**config.mk**
```make
export PLATFORM = sky130hd
export DESIGN_NAME = mhpq_seq
export DESIGN_NICKNAME = d
export VERILOG_FILES = /design/src/assert_macros.svh /design/src/mhpq_pkg.sv /design/src/mhpq_seq.sv
export SDC_FILE = /design/constraint.sdc
export NUM_CORES = 1
export LEC_CHECK = 0
export BUFFER_PORTS_ARGS = -buffer_cell sky130_fd_sc_hd__buf_2
export CORE_ASPECT_RATIO = 0.75
export CORE_UTILIZATION = 44
export DETAILED_ROUTE_END_ITERATION = 8
export PLACE_DENSITY = 0.66
export SYNTH_ARGS = -nofsm -noshare
export SYNTH_HDL_FRONTEND = slang
export SYNTH_SLANG_ARGS = --single-unit
```
**constraint.sdc**
```tcl
create_clock -name i_clk -period 5.7 [get_ports i_clk]
set_input_delay 0.285 -clock i_clk [delete_from_list [all_inputs] [get_ports i_clk]]
set_output_delay 0.285 -clock i_clk [all_outputs]
set_load 0.02 [all_outputs]
```
**src/assert_macros.svh**
```systemverilog
// assertion macros used by the top-level rtl file
`ifndef ASSERT_MACROS_SVH
`define ASSERT_MACROS_SVH
`ifndef NO_ASSERTIONS
// condition must hold at every rising clock edge outside reset
`define ASSERT_ALWAYS(label, clk, rst_n, cond, msg) \
    label: assert property (@(posedge clk) disable iff (!rst_n) (cond)) else $error(msg);
// consequent must hold whenever the antecedent holds
`define ASSERT_IMPL(label, clk, rst_n, ante, cons, msg) \
    label: assert property (@(posedge clk) disable iff (!rst_n) (ante) |-> (cons)) \
        else $error(msg);
`else
`define ASSERT_ALWAYS(label, clk, rst_n, cond, msg)
`define ASSERT_IMPL(label, clk, rst_n, ante, cons, msg)
`endif
`endif

```
**src/mhpq_pkg.sv**
```systemverilog
// shared constants, codes and types of the min-heap priority queue
`timescale 1ns / 1ps
package mhpq_pkg;

    localparam int CAPACITY   = 128;
    localparam int DIST_BITS  = 16;
    localparam int NODE_BITS  = 8;
    localparam int IDX_BITS   = $clog2(CAPACITY);
    localparam int CNT_BITS   = $clog2(CAPACITY + 1);
    localparam int CHILD_BITS = IDX_BITS + 2;

    // request codes
    localparam logic [1:0] REQ_INSERT   = 2'd0;
    localparam logic [1:0] REQ_EXTRACT  = 2'd1;
    localparam logic [1:0] REQ_DECREASE = 2'd2;

    typedef enum logic [1:0] {
        ST_OK        = 2'd0,
        ST_FULL      = 2'd1,
        ST_EMPTY     = 2'd2,
        ST_NOT_FOUND = 2'd3
    } t_status;

    typedef enum logic [3:0] {
        S_IDLE,
        S_EX_RD,
        S_EX_LD,
        S_SU_RD,
        S_SU_CMP,
        S_SD_RD,
        S_SD_CMP_L,
        S_SD_CMP_R,
        S_SCAN_RD,
        S_SCAN_CHK,
        S_DONE
    } t_state;

    typedef struct packed {
        logic [NODE_BITS-1:0] node;
        logic [DIST_BITS-1:0] key;
    } t_entry;

    // memory access request from the sequencer
    typedef struct packed {
        logic                ren_a;
        logic [IDX_BITS-1:0] addr_a;
        logic                ren_b;
        logic [IDX_BITS-1:0] addr_b;
        logic                we;
        logic [IDX_BITS-1:0] waddr;
        t_entry              wdata;
    } t_mem_req;

    typedef struct packed {
        t_status              status;
        logic [NODE_BITS-1:0] node;
        logic [DIST_BITS-1:0] key;
        logic [CNT_BITS-1:0]  count;
    } t_result;

endpackage

```
**src/mhpq_seq.sv**
```systemverilog
// request sequencer with the shared distance comparator
`timescale 1ns / 1ps
module mhpq_seq import mhpq_pkg::*; (
    input  logic                 i_clk,
    input  logic                 i_rst_n,
    input  logic                 i_valid,
    output logic                 o_busy,
    input  logic [1:0]           i_req_type,
    input  logic [NODE_BITS-1:0] i_node_id,
    input  logic [DIST_BITS-1:0] i_distance,
    output t_mem_req             o_mem,
    input  t_entry               i_rd_a,
    input  t_entry               i_rd_b,
    output logic                 o_res_valid,
    input  logic                 i_res_ready,
    output t_result              o_res
);

    t_state                r_state;
    t_state                n_state;
    logic [CNT_BITS-1:0]   r_count;
    logic [IDX_BITS-1:0]   r_idx;
    t_entry                r_cur;
    logic [DIST_BITS-1:0]  r_best_dist;
    logic                  r_best_l;
    logic                  r_has_r;
    t_status               r_status;
    logic [NODE_BITS-1:0]  r_res_node;
    logic [DIST_BITS-1:0]  r_res_dist;

    logic                  accept;
    logic [DIST_BITS-1:0]  cmp_a;
    logic [DIST_BITS-1:0]  cmp_b;
    logic                  lt;
    logic [CHILD_BITS-1:0] left_w;
    logic [CHILD_BITS-1:0] right_w;
    logic [IDX_BITS-1:0]   parent;
    logic                  left_in;
    logic                  right_in;
    logic                  take_r;
    logic                  match;

    assign accept = i_valid && (r_state == S_IDLE);
    assign o_busy = (r_state != S_IDLE);

    // child and parent slots of the current hole
    assign left_w   = CHILD_BITS'({r_idx, 1'b1});
    assign right_w  = left_w + CHILD_BITS'(1);
    assign left_in  = left_w < CHILD_BITS'(r_count);
    assign right_in = right_w < CHILD_BITS'(r_count);
    assign parent   = (r_idx - IDX_BITS'(1)) >> 1;
    assign match    = (i_rd_a.node == r_cur.node);
    assign take_r   = r_has_r && lt;

    // shared comparator, operands picked by state
    always_comb begin
        cmp_a = '0;
        cmp_b = '0;
        unique case (r_state)
            S_SU_CMP: begin
                cmp_a = r_cur.key;
                cmp_b = i_rd_a.key;
            end
            S_SD_CMP_L: begin
                cmp_a = i_rd_a.key;
                cmp_b = r_cur.key;
            end
            S_SD_CMP_R: begin
                cmp_a = i_rd_b.key;
                cmp_b = r_best_dist;
            end
            S_SCAN_CHK: begin
                cmp_a = r_cur.key;
                cmp_b = i_rd_a.key;
            end
            default: begin
                cmp_a = '0;
                cmp_b = '0;
            end
        endcase
    end
    assign lt = cmp_a < cmp_b;

    // next state
    always_comb begin
        n_state = r_state;
        unique case (r_state)
            S_IDLE: begin
                if (i_valid) begin
                    case (i_req_type)
                        REQ_INSERT:
                            n_state = (r_count >= CNT_BITS'(CAPACITY)) ? S_DONE : S_SU_RD;
                        REQ_EXTRACT:
                            n_state = (r_count == '0) ? S_DONE : S_EX_RD;
                        REQ_DECREASE:
                            n_state = (r_count == '0) ? S_DONE : S_SCAN_RD;
                        default:
                            n_state = S_DONE;
                    endcase
                end
            end
            S_EX_RD:    n_state = S_EX_LD;
            S_EX_LD:    n_state = S_SD_RD;
            S_SU_RD:    n_state = (r_idx == '0) ? S_DONE : S_SU_CMP;
            S_SU_CMP:   n_state = lt ? S_SU_RD : S_DONE;
            S_SD_RD:    n_state = left_in ? S_SD_CMP_L : S_DONE;
            S_SD_CMP_L: n_state = S_SD_CMP_R;
            S_SD_CMP_R: n_state = (take_r || r_best_l) ? S_SD_RD : S_DONE;
            S_SCAN_RD:  n_state = S_SCAN_CHK;
            S_SCAN_CHK: begin
                if (match) begin
                    n_state = lt ? S_SU_RD : S_DONE;
                end else if (r_idx == '0) begin
                    n_state = S_DONE;
                end else begin
                    n_state = S_SCAN_RD;
                end
            end
            S_DONE:     n_state = i_res_ready ? S_IDLE : S_DONE;
            default:    n_state = S_IDLE;
        endcase
    end

    // memory requests and result handshake
    always_comb begin
        o_mem       = '0;
        o_res_valid = 1'b0;
        unique case (r_state)
            S_EX_RD: begin
                o_mem.ren_a  = 1'b1;
                o_mem.addr_a = '0;
                o_mem.ren_b  = 1'b1;
                o_mem.addr_b = IDX_BITS'(r_count - CNT_BITS'(1));
            end
            S_SU_RD: begin
                if (r_idx == '0) begin
                    o_mem.we    = 1'b1;
                    o_mem.waddr = r_idx;
                    o_mem.wdata = r_cur;
                end else begin
                    o_mem.ren_a  = 1'b1;
                    o_mem.addr_a = parent;
                end
            end
            S_SU_CMP: begin
                o_mem.we    = 1'b1;
                o_mem.waddr = r_idx;
                o_mem.wdata = lt ? i_rd_a : r_cur;
            end
            S_SD_RD: begin
                if (left_in) begin
                    o_mem.ren_a  = 1'b1;
                    o_mem.addr_a = IDX_BITS'(left_w);
                    o_mem.ren_b  = right_in;
                    o_mem.addr_b = IDX_BITS'(right_w);
                end else begin
                    o_mem.we    = 1'b1;
                    o_mem.waddr = r_idx;
                    o_mem.wdata = r_cur;
                end
            end
            S_SD_CMP_R: begin
                o_mem.we    = 1'b1;
                o_mem.waddr = r_idx;
                if (take_r) begin
                    o_mem.wdata = i_rd_b;
                end else if (r_best_l) begin
                    o_mem.wdata = i_rd_a;
                end else begin
                    o_mem.wdata = r_cur;
                end
            end
            S_SCAN_RD: begin
                o_mem.ren_a  = 1'b1;
                o_mem.addr_a = r_idx;
            end
            S_DONE: begin
                o_res_valid = 1'b1;
            end
            default: begin
                o_mem       = '0;
                o_res_valid = 1'b0;
            end
        endcase
    end

    // state and entry count
    always_ff @(posedge i_clk) begin
        if (!i_rst_n) begin
            r_state <= S_IDLE;
            r_count <= '0;
        end else begin
            r_state <= n_state;
            if (accept && (i_req_type == REQ_INSERT) && (r_count < CNT_BITS'(CAPACITY))) begin
                r_count <= r_count + CNT_BITS'(1);
            end else if (r_state == S_EX_LD) begin
                r_count <= r_count - CNT_BITS'(1);
            end
        end
    end

    // datapath registers
    always_ff @(posedge i_clk) begin
        case (r_state)
            S_IDLE: begin
                if (i_valid) begin
                    r_cur.node <= i_node_id;
                    r_cur.key  <= i_distance;
                    r_res_node <= '0;
                    r_res_dist <= '0;
                    r_status   <= ST_OK;
                    case (i_req_type)
                        REQ_INSERT: begin
                            r_idx <= IDX_BITS'(r_count);
                            if (r_count >= CNT_BITS'(CAPACITY)) begin
                                r_status <= ST_FULL;
                            end
                        end
                        REQ_EXTRACT: begin
                            if (r_count == '0) begin
                                r_status <= ST_EMPTY;
                            end
                        end
                        REQ_DECREASE: begin
                            r_idx <= IDX_BITS'(r_count - CNT_BITS'(1));
                            if (r_count == '0) begin
                                r_status <= ST_NOT_FOUND;
                            end
                        end
                        default: r_status <= ST_OK;
                    endcase
                end
            end
            S_EX_LD: begin
                r_res_node <= i_rd_a.node;
                r_res_dist <= i_rd_a.key;
                r_cur      <= i_rd_b;
                r_idx      <= '0;
            end
            S_SU_CMP: begin
                if (lt) begin
                    r_idx <= parent;
                end
            end
            S_SD_RD: begin
                r_has_r <= right_in;
            end
            S_SD_CMP_L: begin
                r_best_l    <= lt;
                r_best_dist <= lt ? i_rd_a.key : r_cur.key;
            end
            S_SD_CMP_R: begin
                if (take_r) begin
                    r_idx <= IDX_BITS'(right_w);
                end else if (r_best_l) begin
                    r_idx <= IDX_BITS'(left_w);
                end
            end
            S_SCAN_CHK: begin
                if (!match) begin
                    if (r_idx == '0) begin
                        r_status <= ST_NOT_FOUND;
                    end else begin
                        r_idx <= r_idx - IDX_BITS'(1);
                    end
                end
            end
            default: begin
                r_idx <= r_idx;
            end
        endcase
    end

    assign o_res.status = r_status;
    assign o_res.node   = r_res_node;
    assign o_res.key    = r_res_dist;
    assign o_res.count  = r_count;

endmodule

```
# ---- After elaboration in Yosys (flattened, before gate mapping)
# Index checks and enable logic that the tools add are counted.
dict set report word_totals {
  reg_bits 87
  latchBits 0
  ramBits 0
  mem_bits_ro 0
  inputBits 78
  output_inout_bits 84
  elab_cells 109
  mem_count 0
}
dict set report classes {
  add_sub_neg 4
  mul 0
  div_mod_pow 0
  order_cmp 5
  eq_ne 20
  n_shift 0
  mux 51
  n_bitwise 0
  n_reduce_logical 18
}
# cell n
set ops {}
lappend ops {{one-hot mux 32 bit (4 select lines)} 1}
lappend ops {{2-to-1 mux 24 bit} 4}
lappend ops {{one-hot mux 16 bit (3 select lines)} 2}
lappend ops {{2-to-1 mux 32 bit} 2}
lappend ops {{2-to-1 mux 16 bit} 3}
lappend ops {{one-hot mux 24 bit (2 select lines)} 1}
lappend ops {{one-hot mux 4 bit (11 select lines)} 1}
lappend ops {{2-to-1 mux 7 bit} 6}
lappend ops {{2-to-1 mux 4 bit} 9}
lappend ops {{one-hot mux 7 bit (5 select lines)} 1}
lappend ops {{2-to-1 mux 8 bit} 4}
lappend ops {{one-hot mux 16 bit (2 select lines)} 1}
lappend ops {{one-hot mux 8 bit (2 select lines)} 2}
lappend ops {{one-hot mux 8 bit (4 select lines)} 1}
lappend ops {{== test 4 x 3 -> 1 bit (second input constant)} 4}
lappend ops {{< comparator 16 bit} 1}
lappend ops {{2-to-1 mux 2 bit} 7}
lappend ops {{one-hot mux 7 bit (2 select lines)} 1}
lappend ops {{== test 4 bit (second input constant)} 3}
lappend ops {{one-hot mux 4 bit (3 select lines)} 1}
lappend ops {{!= test 2 bit (second input constant)} 5}
lappend ops {{adder 8 x 1 -> 9 bit (second input constant)} 1}
lappend ops {{< comparator 9 x 8 -> 1 bit} 1}
lappend ops {{adder 8 x 1 -> 8 bit (second input constant)} 1}
lappend ops {{other kinds (28)} 35}

# ---- Logic depth before layout (Yosys ltp)
# Gate-level depths: netlist (run 1).
dict set report logic_depth {
  ltp_word 8
  depth_mapped 17
}

# ---- Worst setup path after synthesis (run 1)
# OpenSTA, ideal clock, no wires.
dict set report synth_timing {
  kind {flip-flop to output port}
  from {register r_state[3]}
  to {output port o_mem[19] (netlist bit)}
  t_arrival_ns 3.930
  required_time_ns 5.415
  slack_ns 1.485
  stages_incl_launch_ff 17
  path_buffers 3
  path_cell_list {dfxtp_1 > buf_2 > nor2b_1 > nand2_1 > nor2_1 > clkbuf_1 > a22oi_1 > nand2_1 > ha_1 > a21oi_1 > a21oi_1 > a311oi_1 > a211oi_2 > nor2_2 > buf_2 > a21oi_1 > o221ai_1}
}
# item line_no
set synth_rtl {}
lappend synth_rtl {{from (decl)} mhpq_seq.sv:19} ;# t_state r_state;
lappend synth_rtl {{from (signal assigned)} mhpq_seq.sv:193} ;# r_state <= n_state;
lappend synth_rtl {{to (decl)} mhpq_seq.sv:11} ;# output t_mem_req o_mem,

==> results.py, run 1 <==
metrics = {
    "outcome": {
        "status": "completed",
    },
    "clock_tree": {
        "cts_made_buffers": 9,
        "htree_levels": 3,
        "path_clk_slew_ps": 70,
        "clock_latency_ps": 350,
        "ctsHoldBuffers": 0,
        "cts.sinks": 87,
        "clk_path_buf_depth": 2,
        "clockRootBuffer": "clkbuf_16",
        "cts_tree": "built",
    },
    "finish": {
        "area_growth_pct": 19.6,
        "fill_cells": 1470,
        "register_area_um2": 2490,
        "layout-drive-gt1-share_pct": 24.3,
        "multi_input_area_um2": 4050,
        "final_cell_area_um2": 8190,
        "nets": 1038,
        "stdcell_count": 1135,
        "antenna_cells": 0,
    },
    "critical_path": {
        "cp-startpoint": "r_state[1]",
        "crit_fanout": 20,
        "crit_arrival_ps": 5010,
        "crit_path_end_kind": "output pin",
        "r2r_setup_slack_ps": 950,
        "start_kind": "flop",
        "r2r_start": "r_state[1]",
        "crit_type": "flop to output pin",
        "cp.required_ps": 5410,
    },
    "die": {
        "io_pins": 162,
        "num_rows": 39,
        "design.core.area_um2": 15200,
        "fp.dieH_um": 110,
        "initial_core_util_pct": 45.0,
        "die_x_um": 146,
        "dieArea_um2": 16100,
    },
    "timing": {
        "drv_slew": 0,
        "hold_violations": 0,
        "clock_skew_ps": 9.99,
        "rsz0062_at_grt": "false",
        "fin_crit_ps": 5290,
        "period_share_pct": 92.8,
        "whs_ps": 194,
        "setup_tns_ps": 0,
        "maxSlewHeadroom_pct": 16.8,
        "maxClockFrequency_mhz": 189,
        "worst_pin_slew_ps": 1240,
        "setup_violations": 0,
    },
    "logic_synthesis": {
        "seq_area_frac_synth_pct": 36.4,
        "yosysUniqueCellTypes": 58,
        "synth_ff_type": "edfxtp_1",
        "synth_edf_count": 75,
        "syn-num-nets": 903,
        "avgSynthCellArea_um2": 8.67,
        "netlist_area_um2": 6850,
        "netlist_instances": 790,
        "yosys_warnings": 0,
        "ys_ff_latch": 87,
        "async_flop_share_pct": 0,
    },
    "power_and_ir_drop": {
        "p_sw_share_pct": 50.3,
        "vdd_drop_max_v": 0.000295,
        "power_switching_mw": 2.75,
        "seq_power_share_pct": 25.5,
        "p_per_area_nw_per_um2": 667,
        "power.leakage_nw": 3.65,
        "combPwrFrac_pct": 62.3,
        "clock_power_share_pct": 12.2,
        "fin_total_pwr_mw": 5.47,
        "power.internal_mw": 2.72,
    },
    "grt": {
        "use_met2_pct": 37.7,
        "grt_usage_pct": 27.3,
        "groute.layer.met1.usage_pct": 43.3,
        "antenna_found_initial": 0,
        "busiest_layer": "met1",
        "grt_overflow": 0,
        "grt_max_degree": 33,
        "grt_pass1_vias": 5690,
        "use_met3_pct": 4.44,
        "grt_pass1_wl_um": 33200,
    },
    "detailed_routing": {
        "dr.first_iter.drc_count": 847,
        "wl_per_cell_um": 19.5,
        "drc": 0,
        "viasPerCell": 6.04,
        "wl_um": 22100,
        "num_vias": 6861,
        "firstDrtPassIters": 6,
        "ant_nets": 0,
    },
    "placement": {
        "numPortBuffers": 161,
        "gp_congestion": 0.934,
        "dpl.hpwl_um": 16100,
        "placedCellCount": 1119,
        "placed_area_um2": 7860,
    },
    "job": {
        "max_cap_violations": 0,
    },
    "hold_path": {
        "hold_class": "primary input to flop",
        "worstHoldStart": "i_distance[9]",
    },
}
## area by class of cell
type                       count  share of cell area, %
clock buffer                   9                   2.75
clock inverter                 7                   1.25
inverter                      32                   1.47
multi-input combinational    615                   49.4
sequential                    87                   30.4
tap                          205                   3.13
timing repair buffer         180                   11.6
## power groups by stage
| stage | Clock, mW | Combinational (mW) | Sequential, mW |
|---|---|---|---|
| after floorplan | 0 | 2.30 | 1.43 |
| after global placement | 0 | 3.31 | 1.40 |
| after detailed placement | 0 | 3.35 | 1.39 |
| after CTS | 0.676 | 3.37 | 1.38 |
| after global routing | 0.701 | 3.71 | 1.42 |
| final | 0.668 | 3.41 | 1.39 |
## layout by cell type (no fill, tap or decap), types with 6 or more instances in the layout
master and instances:
dfxtp_1 12, xor2_1 9, edfxtp_1 75, nor3_1 29, ha_1 35, a211oi_1 18
a22oi_1 17, clkbuf_16 9, o22ai_1 7, a21oi_1 39, and2_1 9, nand3_1 24
inv_1 32, a221o_1 15, buf_2 161, nand2_1 162, mux2_2 15, buf_4 19
o21ai_0 23, and3_1 31, nor2_1 28, mux2i_1 27, nand4_1 6, xnor2_1 28
o221ai_1 18, a222oi_1 15
## through the flow
| step | util [%] | setup slack (ps) |
|---|---|---|
| after global routing | 53.8 | 2.75 |
| final | 53.8 | 409 |
| after detailed placement | 51.6 | 617 |
| after floorplan | - | 1480 |
| after global placement | 51.6 | 777 |
| after CTS | 53.7 | 210 |
## flip-flops by register name, indices dropped and copies added, names as in the netlist
name and cells:
r_res_dist 16, r_idx 7, r_res_node 8, r_count 8, r_cur 24, r_state 4, r_has_r 1, r_best_l 1
r_best_dist 16, r_status 2
## what timing repair did
action,in CTS,in global routing
hold endpoints to repair,0,0
resized for setup,0,3
buffers inserted,0,0
setup endpoints to repair,0,24
## metal layers
layer	wire (um)	vias to the layer above	part of all wire, %
li1	-	3230	-
met1	10900	3262	49
met2	8990	347	41
met3	1950	22	8.8
met4	259	0	1.2
met5	0	-	0
## critical path, stage by stage (launching register included)
cell and delay, ps:
dfxtp_1 590, nor2b_2 250, nand2_1 160, nor2_4 410, buf_4 300, a22oi_1 110
nand2_1 90, ha_1 250, a21oi_1 150, o21ai_0 120, a311oi_1 450, a211o_2 360
nand2_1 360, a21o_2 470, a221o_1 400, buf_2 160
## worst paths after layout
path,to,cells past startpoint
max,o_mem[3],15
min,r_cur[9],3
max reg2reg,r_idx[2],13
min reg2reg,r_count[6],1
## cells by family after synthesis
logic type,count (synthesis),share of synthesized area [%]
fa+ha+maj,36,6.54
xor+xnor,37,4.73
flops,87,36.4
buf+inv,88,5.01
compound gates,188,20.0
mux,42,6.41
simple gates,312,20.9
## synthesized netlist by cell type, types with 12 or more instances
library cell	instances	share of area [%]
mux2_2	15	2.5
edfxtp_1	75	33
ha_1	35	6.4
nand3_1	24	1.8
clkbuf_1	45	2.5
a221o_1	15	2.2
nor2_1	31	1.7
nor3_1	29	2.1
mux2i_1	27	3.9
nand2_1	164	9.0
dfxtp_1	12	3.5
inv_1	32	1.8
o221ai_1	18	2.3
and3_1	31	2.8
o21ai_0	23	1.7
a22oi_1	17	1.9
a21oi_1	39	2.8
xnor2_1	28	3.6
a211oi_1	18	2.0
a222oi_1	15	2.2
Note: power is estimated with default switching activity, not from simulation.
==> run 2, diff against run 1 <==
- CORE_ASPECT_RATIO: 0.75 -> 1.25
==> run 2 against run 1 <==
  * Highest routed layer unchanged
  * Fmax grew 2.1%
  * Core utilization grew 0.70 points
  * Critical path depth shrank 3
  * Clock power grew 8.7%
  * Wire length shrank 3.2%
  * Critical endpoint is now o_mem[5]
  * Via count shrank 1.1%
==> results.py, run 2 (same netlist as run 1, synthesis figures left out) <==
metrics = {
    "die": {
        "dieArea_um2": 16100,
        "fp.dieH_um": 141,
        "num_rows": 50,
        "io_pins": 162,
        "initial_core_util_pct": 45.4,
        "die_x_um": 114,
        "design.core.area_um2": 15100,
    },
    "finish": {
        "final_cell_area_um2": 8220,
        "top_regs": "r_cur x24, r_best_dist x16, r_res_dist x16",
        "nets": 1039,
        "layout-drive-gt1-share_pct": 24.0,
        "largest_reg_flops": 24,
        "final_util_pct": 54.5,
        "antenna_cells": 0,
        "final_cell_mix": "nand2_1, buf_2, edfxtp_1",
        "regMostFlops": "r_cur",
        "area_growth_pct": 20.0,
        "fill_cells": 1416,
        "layout_commonest_cell": "nand2_1",
    },
    "timing": {
        "maxSlewHeadroom_pct": 32.2,
        "clock_skew_ps": 8.20,
        "rsz0062_at_grt": "false",
        "hold_violations": 0,
        "worst_pin_slew_ps": 1010,
        "drv_slew": 0,
        "setup_violations": 0,
        "setup_slack_ps": 520,
        "fin_crit_ps": 5180,
        "period_share_pct": 90.9,
        "maxClockFrequency_mhz": 193,
        "setup_tns_ps": 0,
    },
    "clock_tree": {
        "post-cts-setup-buffers": 0,
        "cts.sinks": 87,
        "cts_tree": "built",
        "clk_path_buf_depth": 2,
        "htree_levels": 3,
        "cts_resized": 0,
        "path_clk_slew_ps": 60,
        "clockRootBuffer": "clkbuf_16",
        "clock_latency_ps": 350,
        "ctsHoldBuffers": 0,
        "cts_made_buffers": 9,
    },
    "grt": {
        "grt_usage_pct": 26.9,
        "grt_pass1_wl_um": 33600,
        "grt_overflow": 0,
        "antenna_found_initial": 0,
        "grt_pass1_vias": 6402,
        "grt_max_degree": 38,
    },
    "placement": {
        "gp_congestion": 0.969,
        "dpl.hpwl_um": 15500,
        "numPortBuffers": 161,
        "pre_cts_ws_ps": 904,
        "placed_area_um2": 7860,
    },
    "detailed_routing": {
        "dr.first_iter.drc_count": 694,
        "ant_nets": 0,
        "firstDrtPassIters": 6,
        "wl_per_cell_um": 18.8,
        "viasPerCell": 5.96,
        "wl_um": 21400,
        "drc": 0,
        "num_vias": 6784,
    },
    "outcome": {
        "status": "completed",
    },
    "critical_path": {
        "slowest_stage": "dfxtp_1",
        "r2r_setup_slack_ps": 910,
        "crit_chain": "nand3_1 -> nand2_1 -> a222oi_1 -> ha_1 -> a21oi_1 -> a21oi_1 -> a311oi_1 -> a211o_2 -> nand2_1 -> a21o_1 -> a221o_1 -> buf_2",
        "crit_type": "flop to output pin",
        "crit_path_end_kind": "output pin",
        "crit_fanout": 20,
        "crit_arrival_ps": 4890,
        "crit_buf_inv": 1,
        "slowest_delay_ps": 710,
        "cp.required_ps": 5410,
        "crit_family": "compound AO/OA/AOI/OAI gates",
        "start_kind": "flop",
    },
    "power_and_ir_drop": {
        "fin_total_pwr_mw": 5.48,
        "p_per_area_nw_per_um2": 667,
        "vdd_drop_max_v": 0.000385,
        "power.leakage_nw": 3.66,
    },
    "hold_path": {
        "hold_class": "primary input to flop",
    },
    "job": {
        "max_cap_violations": 0,
    },
}
-- run 2: cell type report --
| cell class | count | area [um^2] | area share, % |
|---|---|---|---|
| timing repair buffer | 181 | 956 | 11.6 |
| sequential | 87 | 2490 | 30.3 |
| clock inverter | 6 | 133 | 1.61 |
| inverter | 32 | 120 | 1.46 |
| clock buffer | 9 | 225 | 2.74 |
| multi-input combinational | 615 | 4030 | 49.1 |
| tap | 208 | 260 | 3.17 |
-- run 2: metrics by stage --
step                std cells  hold slack [ps]
floorplan                 790              407
global placement         1123              555
detailed placement       1123              557
CTS                      1138              192
global route             1138              205
finish                   1138              197
-- run 2: power by group --
part / leakage, nW / internal (mW) / switching [mW]
Clock: 0.174 / 0.470 / 0.255
Sequential: 0.817 / 1.12 / 0.289
Combinational: 2.67 / 1.21 / 2.14
-- run 2: final timing paths --
check / from / end / depth (start not counted)
setup / recovery: r_state[2] / o_mem[5] / 12
hold / removal: i_distance[3] / r_cur[3] / 3
setup reg to reg: r_state[2] / r_idx[3] / 15
hold reg to reg: r_count[6] / r_count[6] / 1
-- run 2: metal layers --
metal	part of all wire, %	GRT usage, %	vias to the layer above	routed length (um)
met5	0	0	-	0
met1	40	32.7	3177	8610
met3	6.5	3.89	60	1380
li1	-	-	3229	-
met4	3.9	12.5	0	830
met2	49	46.8	318	10500
-- run 2: worst register-to-register path: stages, from the launching register on --
cell,delay [ps]
dfxtp_1,710
nand3_1,420
nand2_1,610
buf_4,310
a22oi_1,90
nand2_1,80
ha_1,250
a211oi_1,260
nand2_1,110
o2bb2ai_1,290
and2_1,170
buf_4,180
nand2_1,70
buf_4,230
a21oi_1,190
and3_1,440
